===== src/sv/vas_pkg.sv =====
// Shared types, codes and helpers for the voice allocator.
// Used by vas_mem, vas_ctrl and voice_allocator_with_stealing_top; no dependencies.
package vas_pkg;

	localparam int NUM_SLOTS_DEF = 32;

	// command codes
	localparam logic [2:0] CMD_NOTE_ON  = 3'd0;
	localparam logic [2:0] CMD_NOTE_OFF = 3'd1;
	localparam logic [2:0] CMD_REL_PEND = 3'd2;
	localparam logic [2:0] CMD_ALL_OFF  = 3'd3;
	localparam logic [2:0] CMD_LEVEL    = 3'd4;
	localparam logic [2:0] CMD_DONE     = 3'd5;

	// result action codes
	localparam logic [2:0] ACT_NONE    = 3'd0;
	localparam logic [2:0] ACT_START   = 3'd1;
	localparam logic [2:0] ACT_DAMP    = 3'd2;
	localparam logic [2:0] ACT_RELEASE = 3'd3;
	localparam logic [2:0] ACT_PENDING = 3'd4;

	// configuration register indexes
	localparam logic CFG_POOL  = 1'b0;
	localparam logic CFG_PEDAL = 1'b1;

	localparam logic [5:0]  POOL_RESET  = 6'd32;
	localparam logic [15:0] LEVEL_FRESH = 16'hFFFF;

	// one voice slot as stored in the slot table
	typedef struct packed {
		logic        active;
		logic        releasing;
		logic        pending;
		logic [6:0]  note;
		logic [15:0] level;
	} entry_t;

	typedef enum logic [2:0] {
		ST_IDLE,
		ST_SCAN,
		ST_STEAL,
		ST_START,
		ST_FLUSH,
		ST_ONE_RD,
		ST_ONE_WR
	} state_t;

	// clamp a pool_in_use value to 1..size
	function automatic logic [6:0] clamp_pool(input logic [5:0] v, input logic [6:0] size);
		logic [6:0] r;
		r = {1'b0, v};
		if (r == 7'd0) r = 7'd1;
		if (r > size) r = size;
		return r;
	endfunction

endpackage


===== src/sv/vas_mem.sv =====
// Slot table: one synchronous memory, one write and one read port, registered read.
// Per-entry valid bits give reset-to-zero and pool shrink clearing. Depends on vas_pkg.
module vas_mem #(
	parameter int DEPTH = vas_pkg::NUM_SLOTS_DEF,
	parameter int IW    = (DEPTH > 1) ? $clog2(DEPTH) : 1,
	parameter int CW    = $clog2(DEPTH + 1)
) (
	input  logic           clk,
	input  logic           arst_n,
	input  logic           we,
	input  logic [IW-1:0]  waddr,
	input  vas_pkg::entry_t wdata,
	input  logic [IW-1:0]  raddr,
	output vas_pkg::entry_t rdata,
	input  logic           clr,
	input  logic [CW-1:0]  clr_from
);

	vas_pkg::entry_t mem [DEPTH];
	logic [DEPTH-1:0] valid_q;
	vas_pkg::entry_t rdata_q;

	// storage array, no reset
	always_ff @(posedge clk) begin
		if (we) mem[waddr] <= wdata;
	end

	// registered read; an entry never written since reset or shrink reads as zero
	always_ff @(posedge clk) begin
		rdata_q <= valid_q[raddr] ? mem[raddr] : '0;
	end

	// valid bits
	always_ff @(posedge clk or negedge arst_n) begin
		if (!arst_n) begin
			valid_q <= '0;
		end else begin
			for (int i = 0; i < DEPTH; i++) begin
				if (clr && (CW'(i) >= clr_from)) valid_q[i] <= 1'b0;
			end
			if (we) valid_q[waddr] <= 1'b1;
		end
	end

	assign rdata = rdata_q;

endmodule


===== src/sv/vas_ctrl.sv =====
// Command sequencer: scans the slot table one entry per cycle, tracks steal candidates,
// issues read-modify-write beats and emits results. Depends on vas_pkg.
module vas_ctrl #(
	parameter int NUM_SLOTS = vas_pkg::NUM_SLOTS_DEF,
	parameter int IW        = (NUM_SLOTS > 1) ? $clog2(NUM_SLOTS) : 1,
	parameter int CW        = $clog2(NUM_SLOTS + 1)
) (
	input  logic            clk,
	input  logic            arst_n,
	input  logic            start,
	output logic            busy,
	input  logic [2:0]      cmd,
	input  logic [6:0]      note,
	input  logic            sustained,
	input  logic [4:0]      slot,
	input  logic [15:0]     level,
	input  logic            cfg_we,
	input  logic            cfg_idx,
	input  logic [5:0]      cfg_wdata,
	output logic            strobe,
	output logic [2:0]      action,
	output logic [4:0]      voice_slot,
	output logic [6:0]      voice_note,
	output logic            last,
	output logic            mem_we,
	output logic [IW-1:0]   mem_waddr,
	output vas_pkg::entry_t mem_wdata,
	output logic [IW-1:0]   mem_raddr,
	input  vas_pkg::entry_t mem_rdata,
	output logic            mem_clr,
	output logic [CW-1:0]   mem_clr_from
);

	localparam logic [6:0] SIZE7 = 7'(NUM_SLOTS);

	vas_pkg::state_t state_q, state_d;

	// configuration
	logic [5:0] pool_q;
	logic       pedal_q;
	logic [CW-1:0] n_c;

	// latched command
	logic [2:0]  cmd_q;
	logic [6:0]  note_q;
	logic        sus_q;
	logic [4:0]  slot_q;
	logic [15:0] level_q;

	// scan pipeline
	logic [CW-1:0] rd_q;
	logic          vld_s1;
	logic [IW-1:0] idx_s1;

	// steal candidates
	logic          free_v_q, rel_v_q, pen_v_q;
	logic [IW-1:0] free_idx_q, rel_idx_q, pen_idx_q, all_idx_q;
	logic [15:0]   rel_lvl_q, pen_lvl_q, all_lvl_q;
	logic [6:0]    rel_note_q, pen_note_q, all_note_q;

	// held result of a release scan
	logic          hold_v_q;
	logic [2:0]    hold_act_q;
	logic [IW-1:0] hold_slot_q;
	logic [6:0]    hold_note_q;

	// result register
	logic       strobe_q, last_q;
	logic [2:0] action_q;
	logic [4:0] vslot_q;
	logic [6:0] vnote_q;

	logic          accept, scan_end, slot_in;
	logic          m_dmp, m_off, m_rel;
	logic          p_act, p_rel, p_pen;
	logic [15:0]   p_lvl;
	logic          emit_v, emit_last;
	logic [2:0]    emit_act;
	logic [IW-1:0] emit_slot;
	logic [6:0]    emit_note;
	logic [IW-1:0] sel_idx;
	logic [6:0]    sel_note;
	vas_pkg::entry_t d;

	assign n_c      = CW'(vas_pkg::clamp_pool(pool_q, SIZE7));
	assign busy     = (state_q != vas_pkg::ST_IDLE);
	assign accept   = start && !busy;
	assign d        = mem_rdata;
	assign scan_end = vld_s1 && ((CW'(idx_s1) + CW'(1)) == n_c);
	assign slot_in  = ({2'b00, slot} < vas_pkg::clamp_pool(pool_q, SIZE7));

	// per-entry match terms of the scan
	always_comb begin
		m_dmp = (cmd_q == vas_pkg::CMD_NOTE_ON) && d.active && (d.note == note_q);
		m_off = (cmd_q == vas_pkg::CMD_NOTE_OFF) && d.active && (d.note == note_q)
			&& !d.releasing;
		m_rel = ((cmd_q == vas_pkg::CMD_REL_PEND) && d.active && !d.releasing && d.pending)
			|| ((cmd_q == vas_pkg::CMD_ALL_OFF) && d.active && !d.releasing);
		p_act = d.active && !m_dmp;
		p_rel = d.releasing && !m_dmp;
		p_pen = d.pending && !m_dmp;
		p_lvl = m_dmp ? 16'd0 : d.level;
	end

	// slot picked for note-on
	always_comb begin
		if (free_v_q) begin
			sel_idx  = free_idx_q;
			sel_note = 7'd0;
		end else if (rel_v_q) begin
			sel_idx  = rel_idx_q;
			sel_note = rel_note_q;
		end else if (pedal_q && pen_v_q) begin
			sel_idx  = pen_idx_q;
			sel_note = pen_note_q;
		end else begin
			sel_idx  = all_idx_q;
			sel_note = all_note_q;
		end
	end

	// next state
	always_comb begin
		state_d = state_q;
		case (state_q)
			vas_pkg::ST_IDLE: begin
				if (accept) begin
					if (cmd inside {vas_pkg::CMD_NOTE_ON, vas_pkg::CMD_NOTE_OFF,
						vas_pkg::CMD_REL_PEND, vas_pkg::CMD_ALL_OFF})
						state_d = vas_pkg::ST_SCAN;
					else if ((cmd inside {vas_pkg::CMD_LEVEL, vas_pkg::CMD_DONE}) && slot_in)
						state_d = vas_pkg::ST_ONE_RD;
				end
			end
			vas_pkg::ST_SCAN: begin
				if (scan_end)
					state_d = (cmd_q == vas_pkg::CMD_NOTE_ON) ? vas_pkg::ST_STEAL
						: vas_pkg::ST_FLUSH;
			end
			vas_pkg::ST_STEAL:  state_d = vas_pkg::ST_START;
			vas_pkg::ST_START:  state_d = vas_pkg::ST_IDLE;
			vas_pkg::ST_FLUSH:  state_d = vas_pkg::ST_IDLE;
			vas_pkg::ST_ONE_RD: state_d = vas_pkg::ST_ONE_WR;
			vas_pkg::ST_ONE_WR: state_d = vas_pkg::ST_IDLE;
			default:            state_d = vas_pkg::ST_IDLE;
		endcase
	end

	// memory beats and result emission
	always_comb begin
		mem_we       = 1'b0;
		mem_waddr    = idx_s1;
		mem_wdata    = d;
		mem_raddr    = rd_q[IW-1:0];
		emit_v       = 1'b0;
		emit_last    = 1'b0;
		emit_act     = vas_pkg::ACT_NONE;
		emit_slot    = idx_s1;
		emit_note    = note_q;
		mem_clr      = cfg_we && (cfg_idx == vas_pkg::CFG_POOL);
		mem_clr_from = CW'(vas_pkg::clamp_pool(cfg_wdata, SIZE7));
		case (state_q)
			vas_pkg::ST_SCAN: begin
				if (vld_s1) begin
					if (m_dmp) begin
						mem_we    = 1'b1;
						mem_wdata = '{active: 1'b0, releasing: 1'b0, pending: 1'b0,
							note: d.note, level: 16'd0};
						emit_v    = 1'b1;
						emit_act  = vas_pkg::ACT_DAMP;
					end else if (m_off || m_rel) begin
						mem_we = 1'b1;
						if (m_off && sus_q) begin
							mem_wdata.pending = 1'b1;
						end else begin
							mem_wdata.releasing = 1'b1;
							mem_wdata.pending   = 1'b0;
						end
						// the previous match goes out now that it is known not to be final
						emit_v    = hold_v_q;
						emit_act  = hold_act_q;
						emit_slot = hold_slot_q;
						emit_note = hold_note_q;
					end
				end
			end
			vas_pkg::ST_STEAL: begin
				emit_v    = !free_v_q;
				emit_act  = vas_pkg::ACT_DAMP;
				emit_slot = sel_idx;
				emit_note = sel_note;
			end
			vas_pkg::ST_START: begin
				mem_we    = 1'b1;
				mem_waddr = sel_idx;
				mem_wdata = '{active: 1'b1, releasing: 1'b0, pending: 1'b0,
					note: note_q, level: vas_pkg::LEVEL_FRESH};
				emit_v    = 1'b1;
				emit_last = 1'b1;
				emit_act  = vas_pkg::ACT_START;
				emit_slot = sel_idx;
			end
			vas_pkg::ST_FLUSH: begin
				emit_v    = hold_v_q;
				emit_last = 1'b1;
				emit_act  = hold_act_q;
				emit_slot = hold_slot_q;
				emit_note = hold_note_q;
			end
			vas_pkg::ST_ONE_RD: begin
				mem_raddr = IW'(slot_q);
			end
			vas_pkg::ST_ONE_WR: begin
				mem_we    = 1'b1;
				mem_waddr = IW'(slot_q);
				if (cmd_q == vas_pkg::CMD_LEVEL) begin
					mem_wdata.level = level_q;
				end else begin
					mem_wdata = '{active: 1'b0, releasing: 1'b0, pending: 1'b0,
						note: d.note, level: 16'd0};
				end
			end
			default: ;
		endcase
	end

	// control state and configuration
	always_ff @(posedge clk or negedge arst_n) begin
		if (!arst_n) begin
			state_q  <= vas_pkg::ST_IDLE;
			pool_q   <= vas_pkg::POOL_RESET;
			pedal_q  <= 1'b1;
			vld_s1   <= 1'b0;
			hold_v_q <= 1'b0;
			strobe_q <= 1'b0;
		end else begin
			state_q  <= state_d;
			strobe_q <= emit_v;
			if (cfg_we) begin
				if (cfg_idx == vas_pkg::CFG_POOL) pool_q <= cfg_wdata;
				else pedal_q <= cfg_wdata[0];
			end
			vld_s1 <= (state_q == vas_pkg::ST_SCAN) && (rd_q < n_c);
			if (accept) hold_v_q <= 1'b0;
			else if ((state_q == vas_pkg::ST_SCAN) && vld_s1 && (m_off || m_rel))
				hold_v_q <= 1'b1;
		end
	end

	// scan counters, candidates and payload registers
	always_ff @(posedge clk) begin
		if (accept) begin
			cmd_q    <= cmd;
			note_q   <= note;
			sus_q    <= sustained;
			slot_q   <= slot;
			level_q  <= level;
			rd_q     <= '0;
			free_v_q <= 1'b0;
			rel_v_q  <= 1'b0;
			pen_v_q  <= 1'b0;
		end else if (state_q == vas_pkg::ST_SCAN) begin
			if (rd_q < n_c) rd_q <= rd_q + CW'(1);
			if (vld_s1) begin
				if (!p_act && !free_v_q) begin
					free_v_q   <= 1'b1;
					free_idx_q <= idx_s1;
				end
				if (p_rel && (!rel_v_q || (p_lvl < rel_lvl_q))) begin
					rel_v_q    <= 1'b1;
					rel_idx_q  <= idx_s1;
					rel_lvl_q  <= p_lvl;
					rel_note_q <= d.note;
				end
				if (p_pen && (!pen_v_q || (p_lvl < pen_lvl_q))) begin
					pen_v_q    <= 1'b1;
					pen_idx_q  <= idx_s1;
					pen_lvl_q  <= p_lvl;
					pen_note_q <= d.note;
				end
				if ((idx_s1 == '0) || (p_lvl < all_lvl_q)) begin
					all_idx_q  <= idx_s1;
					all_lvl_q  <= p_lvl;
					all_note_q <= d.note;
				end
				if (m_off || m_rel) begin
					hold_act_q  <= (m_off && sus_q) ? vas_pkg::ACT_PENDING
						: vas_pkg::ACT_RELEASE;
					hold_slot_q <= idx_s1;
					hold_note_q <= d.note;
				end
			end
		end
		// index of the entry whose read data arrives next cycle
		idx_s1 <= rd_q[IW-1:0];
		action_q <= emit_act;
		vslot_q  <= 5'(emit_slot);
		vnote_q  <= emit_note;
		last_q   <= emit_last;
	end

	assign strobe     = strobe_q;
	assign action     = action_q;
	assign voice_slot = vslot_q;
	assign voice_note = vnote_q;
	assign last       = last_q;

`ifndef SYNTHESIS
	a_scan_in_pool: assert property (@(posedge clk) disable iff (!arst_n)
		(state_q == vas_pkg::ST_SCAN && vld_s1) |-> (CW'(idx_s1) < n_c))
		else $error("scan entry beyond pool");
	a_start_last: assert property (@(posedge clk) disable iff (!arst_n)
		(emit_v && emit_act == vas_pkg::ACT_START) |-> emit_last)
		else $error("start beat not final");
	a_idle_no_write: assert property (@(posedge clk) disable iff (!arst_n)
		(state_q == vas_pkg::ST_IDLE) |-> !mem_we)
		else $error("table write while idle");
	a_last_ends: assert property (@(posedge clk) disable iff (!arst_n)
		(emit_v && emit_last) |=> (state_q == vas_pkg::ST_IDLE))
		else $error("final beat while command still running");
`endif

endmodule


===== src/sv/voice_allocator_with_stealing_top.sv =====
// Voice allocator with stealing: a start/busy command port, a result strobe per beat.
// Throughput: one command at a time, set by the one-entry-per-cycle table scan.
// Results cannot be stalled by the receiver; one beat per strobe cycle.
// Reset: async active low; table reads as empty, pool_in_use=32, pedal_aware=1.
// Depends on vas_pkg, vas_mem, vas_ctrl.
module voice_allocator_with_stealing_top #(
	parameter int NUM_SLOTS = vas_pkg::NUM_SLOTS_DEF
) (
	input  logic        clk,
	input  logic        arst_n,
	input  logic        start,
	output logic        busy,
	input  logic [2:0]  cmd,
	input  logic [6:0]  note,
	input  logic        sustained,
	input  logic [4:0]  slot,
	input  logic [15:0] level,
	input  logic        cfg_we,
	input  logic        cfg_idx,
	input  logic [5:0]  cfg_wdata,
	output logic        strobe,
	output logic [2:0]  action,
	output logic [4:0]  voice_slot,
	output logic [6:0]  voice_note,
	output logic        last
);

	localparam int IW = (NUM_SLOTS > 1) ? $clog2(NUM_SLOTS) : 1;
	localparam int CW = $clog2(NUM_SLOTS + 1);

	logic            mem_we, mem_clr;
	logic [IW-1:0]   mem_waddr, mem_raddr;
	logic [CW-1:0]   mem_clr_from;
	vas_pkg::entry_t mem_wdata, mem_rdata;

	vas_mem #(.DEPTH(NUM_SLOTS), .IW(IW), .CW(CW)) u_mem (
		.clk      (clk),
		.arst_n   (arst_n),
		.we       (mem_we),
		.waddr    (mem_waddr),
		.wdata    (mem_wdata),
		.raddr    (mem_raddr),
		.rdata    (mem_rdata),
		.clr      (mem_clr),
		.clr_from (mem_clr_from)
	);

	vas_ctrl #(.NUM_SLOTS(NUM_SLOTS), .IW(IW), .CW(CW)) u_ctrl (
		.clk          (clk),
		.arst_n       (arst_n),
		.start        (start),
		.busy         (busy),
		.cmd          (cmd),
		.note         (note),
		.sustained    (sustained),
		.slot         (slot),
		.level        (level),
		.cfg_we       (cfg_we),
		.cfg_idx      (cfg_idx),
		.cfg_wdata    (cfg_wdata),
		.strobe       (strobe),
		.action       (action),
		.voice_slot   (voice_slot),
		.voice_note   (voice_note),
		.last         (last),
		.mem_we       (mem_we),
		.mem_waddr    (mem_waddr),
		.mem_wdata    (mem_wdata),
		.mem_raddr    (mem_raddr),
		.mem_rdata    (mem_rdata),
		.mem_clr      (mem_clr),
		.mem_clr_from (mem_clr_from)
	);

endmodule

===== config.mk =====
export PLATFORM = sky130hd
export DESIGN_NAME = voice_allocator_with_stealing_top
export DESIGN_NICKNAME = d
export VERILOG_FILES = /design/src/sv/vas_pkg.sv /design/src/sv/vas_mem.sv /design/src/sv/vas_ctrl.sv /design/src/sv/voice_allocator_with_stealing_top.sv
export SDC_FILE = /design/constraint.sdc
export NUM_CORES = 1
export LEC_CHECK = 0
export BUFFER_PORTS_ARGS = -buffer_cell sky130_fd_sc_hd__buf_2
export CAP_MARGIN = 40
export CORE_ASPECT_RATIO = 0.6
export CORE_MARGIN = 3
export CORE_UTILIZATION = 25
export DETAILED_ROUTE_END_ITERATION = 7
export SETUP_SLACK_MARGIN = 0.02
export SLEW_MARGIN = 20
export SYNTH_ARGS = -nofsm -noshare
export SYNTH_HDL_FRONTEND = slang
export SYNTH_HIERARCHICAL = 1
export SYNTH_SLANG_ARGS = --single-unit

===== constraint.sdc =====
create_clock -name clk -period 9.1 [get_ports clk]
set_clock_uncertainty 0.1 [all_clocks]
set_input_delay 0.91 -clock clk [delete_from_list [all_inputs] [get_ports clk]]
set_output_delay 0.91 -clock clk [all_outputs]
set_load 0.02 [all_outputs]

==> flow_summary.ini <==
[power_and_ir_drop]
p_leak_uw = 0.0168
vdd_drop_max_mv = 0.252
total_power_uw = 15300
pwr_density_cell_nw_per_um2 = 306

[sta]
finalCritPeriodShare = 0.564
timing.fmax_mhz = 195
drv_slew = 0
grt_setup_unrepaired = false
setup_viol = 0
maxSlewHeadroom = 0.272
post-route-min-period_ns = 5.13
hold_violations = 0
timing.final.ws_setup_ns = 3.97
tns_ns = 0
worst_pin_slew_ns = 1.09

[setup_path]
crit_fanout = 124
endpoint_kind = flop
critPathSlowestCell = mux2_8
cp.required_ns = 9.64
timing.rr.start = u_ctrl/state_q[1]
cp_cell_sequence = buf_4, nand3b_1, mux2_8, buf_4, buf_12, mux2i_1, a221oi_1, o21ai_0, nand3_1, and3_1
reg2reg_depth = 10
critPathMaxStageDelay_ns = 0.76
cp_common_cell = buf_4
start_kind = flop
worstPathArrival_ns = 5.67
r2r-end = u_mem/rdata[1]
r2r_setup_slack_ns = 3.97
path_class = reg -> reg

[yosys]
syn_nets = 2665
yosysUniqueCellTypes = 78
ys_warn_count = 6
synth_area_um2 = 43300
synth-main-ff-cell = edfxtp_1
synth.ff_latch_count = 1068
synth_edf_count = 967
ys_seq_area_frac = 0.723
netlist_instances = 2568
syn_area_per_cell_um2 = 16.9
synth-async-reset-ratio = 0.0421

[layout]
final_cell_mix = 967 x edfxtp_1, 213 x mux2i_1, 110 x mux4_2
fin_util = 0.294
finalNetCount = 2768
fin_cells = 5008
drive_above_1_share = 0.182
final_common_cell = edfxtp_1
syn_to_final_growth_pct = 15.9
fillCellCount = 16612

[floorplan]
floorplan.rows = 117
dieWidth_um = 543
initial_core_util = 0.253
core_area_um2 = 171000
die_height_um = 328
ios = 61
dieArea_um2 = 178000

[placed_design]
place_ws_ns = 4.09
gp_congestion = 0.800
dp.cells = 4836
portBuffers = 60
hpwlAfterDp_mm = 70.8

[global_routing]
grt_pass1_vias = 23517
grt_pass1_wl_mm = 167
grt_max_degree = 125
track_usage = 0.127
antenna_found_initial = 3
grt_overflow_total = 0

[route]
wl_mm = 116
drtIter0Drc = 2968
vias = 24641
first_pass_iters = 6
viasPerCell = 4.92
ant_nets = 0
route.detailed.wl_per_inst_um = 23.1
drc = 0

[status]
status = completed

[cts]
cts_hold_buffers = 0
post_cts_buffers = 0
cts_resized = 0
cts.path.max_buffers = 3
ctsRootBufferMaster = clkbuf_16
insertion_delay_ns = 0.70
cts-buffers-inserted = 88
cts_max_level = 3
clock-sinks = 1068
clkTransAtPathRegs_ns = 0.07
cts_tree = yes

[min_path]
hold_path_class = in -> async

[flow_run]
cap_violations = 0
[flip-flops by register name, summed over array words and instances (netlist names), 16 cells and up]
name	flops
u_ctrl/level_q	16
u_mem/valid_q	32
u_ctrl/pen_lvl_q	16
u_ctrl/all_lvl_q	16
u_mem/mem	832
u_ctrl/rel_lvl_q	16
u_mem/rdata	26
[worst max path at each step]
stage,start,to,slack (ns),cells after the start
CTS,u_ctrl/state_q[1],u_mem/rdata[1],4.10,10
global route,u_ctrl/state_q[1],u_mem/rdata[1],3.69,10
floorplan,u_ctrl/cmd_q[1],u_ctrl/all_idx_q[0],4.65,12
global placement,u_ctrl/state_q[1],u_mem/rdata[15],4.12,9
finish,u_ctrl/state_q[1],u_mem/rdata[1],3.97,10
detailed placement,u_ctrl/state_q[1],u_mem/rdata[1],4.09,10
[critical path: cells and delay by family (launching register included)]
family                 cells  cell delay (ns)
DFF                        1             0.36
and+or+nand+nor            3             0.83
AOI/OAI and AO/OA          2             0.79
muxes                      2             0.94
buffers and inverters      3             1.59
[final cells by class]
type / instances / area, um^2 / share of cell area
repair buffers: 158 / 1520 / 0.0302
clock buffers: 130 / 2590 / 0.0517
diodes: 1 / 2.50 / 0.0000499
flip-flops and latches: 1068 / 31300 / 0.623
clock inverters: 35 / 400 / 0.00798
inverters: 65 / 244 / 0.00486
multi-input cells: 1290 / 11300 / 0.225
well taps: 2261 / 2830 / 0.0564
[cell usage after synthesis, types with 12 or more instances]
master,number,share of area
buf_6,21,0.0055
nand3_1,45,0.0052
mux2_2,16,0.0042
nor3_1,38,0.0044
and3_1,37,0.0053
mux4_2,110,0.057
nand2_1,86,0.0075
o21ai_1,23,0.0027
mux2i_1,213,0.049
dfxtp_1,56,0.026
edfxtp_1,967,0.67
nor2_1,128,0.011
a2bb2oi_1,12,0.0024
o22ai_1,13,0.0019
buf_2,27,0.0031
a22oi_1,28,0.0049
a221oi_1,98,0.020
a21o_1,25,0.0043
ha_1,54,0.016
dfrtp_1,43,0.025
o21ai_0,99,0.011
clkbuf_1,81,0.0070
o31ai_1,12,0.0021
a221o_1,17,0.0039
inv_1,62,0.0054
nor2b_1,27,0.0039
a21oi_1,67,0.0077
[report_power, final]
part	leakage, uW	internal [uW]	switching, uW
clock network	0.00145	2120	1820
logic	0.00536	1880	3170
registers	0.00994	6100	256
[metal layers]
metal | GRT usage | up-vias | wire (um) | part of all wire
met1 | 0.201 | 12778 | 54300 | 0.47
met5 | 0 | - | 13 | 0.00011
met2 | 0.170 | 1244 | 46900 | 0.41
met3 | 0.0324 | 138 | 12400 | 0.11
li1 | - | 10479 | - | -
met4 | 0.0268 | 2 | 1850 | 0.016
[cells by family after synthesis]
| logic type | count (synthesis) | synth area share |
|---|---|---|
| mux | 339 | 0.111 |
| fa+ha+maj | 55 | 0.0159 |
| compound gates | 463 | 0.0763 |
| buf+inv | 210 | 0.0232 |
| simple gates | 416 | 0.0473 |
| flops | 1068 | 0.723 |
| xor+xnor | 17 | 0.00376 |
[stage by stage]
stage | cell area [um^2] | hold WS, ns
2_1_floorplan | 43300 | 0.282
3_3_place_gp | 46400 | 0.340
3_5_place_dp | 47100 | 0.340
4_1_cts | 50100 | 0.184
5_1_grt | 50200 | 0.242
6_report | 50200 | 0.205
No activity file was read; power rests on OpenSTA's default activity.
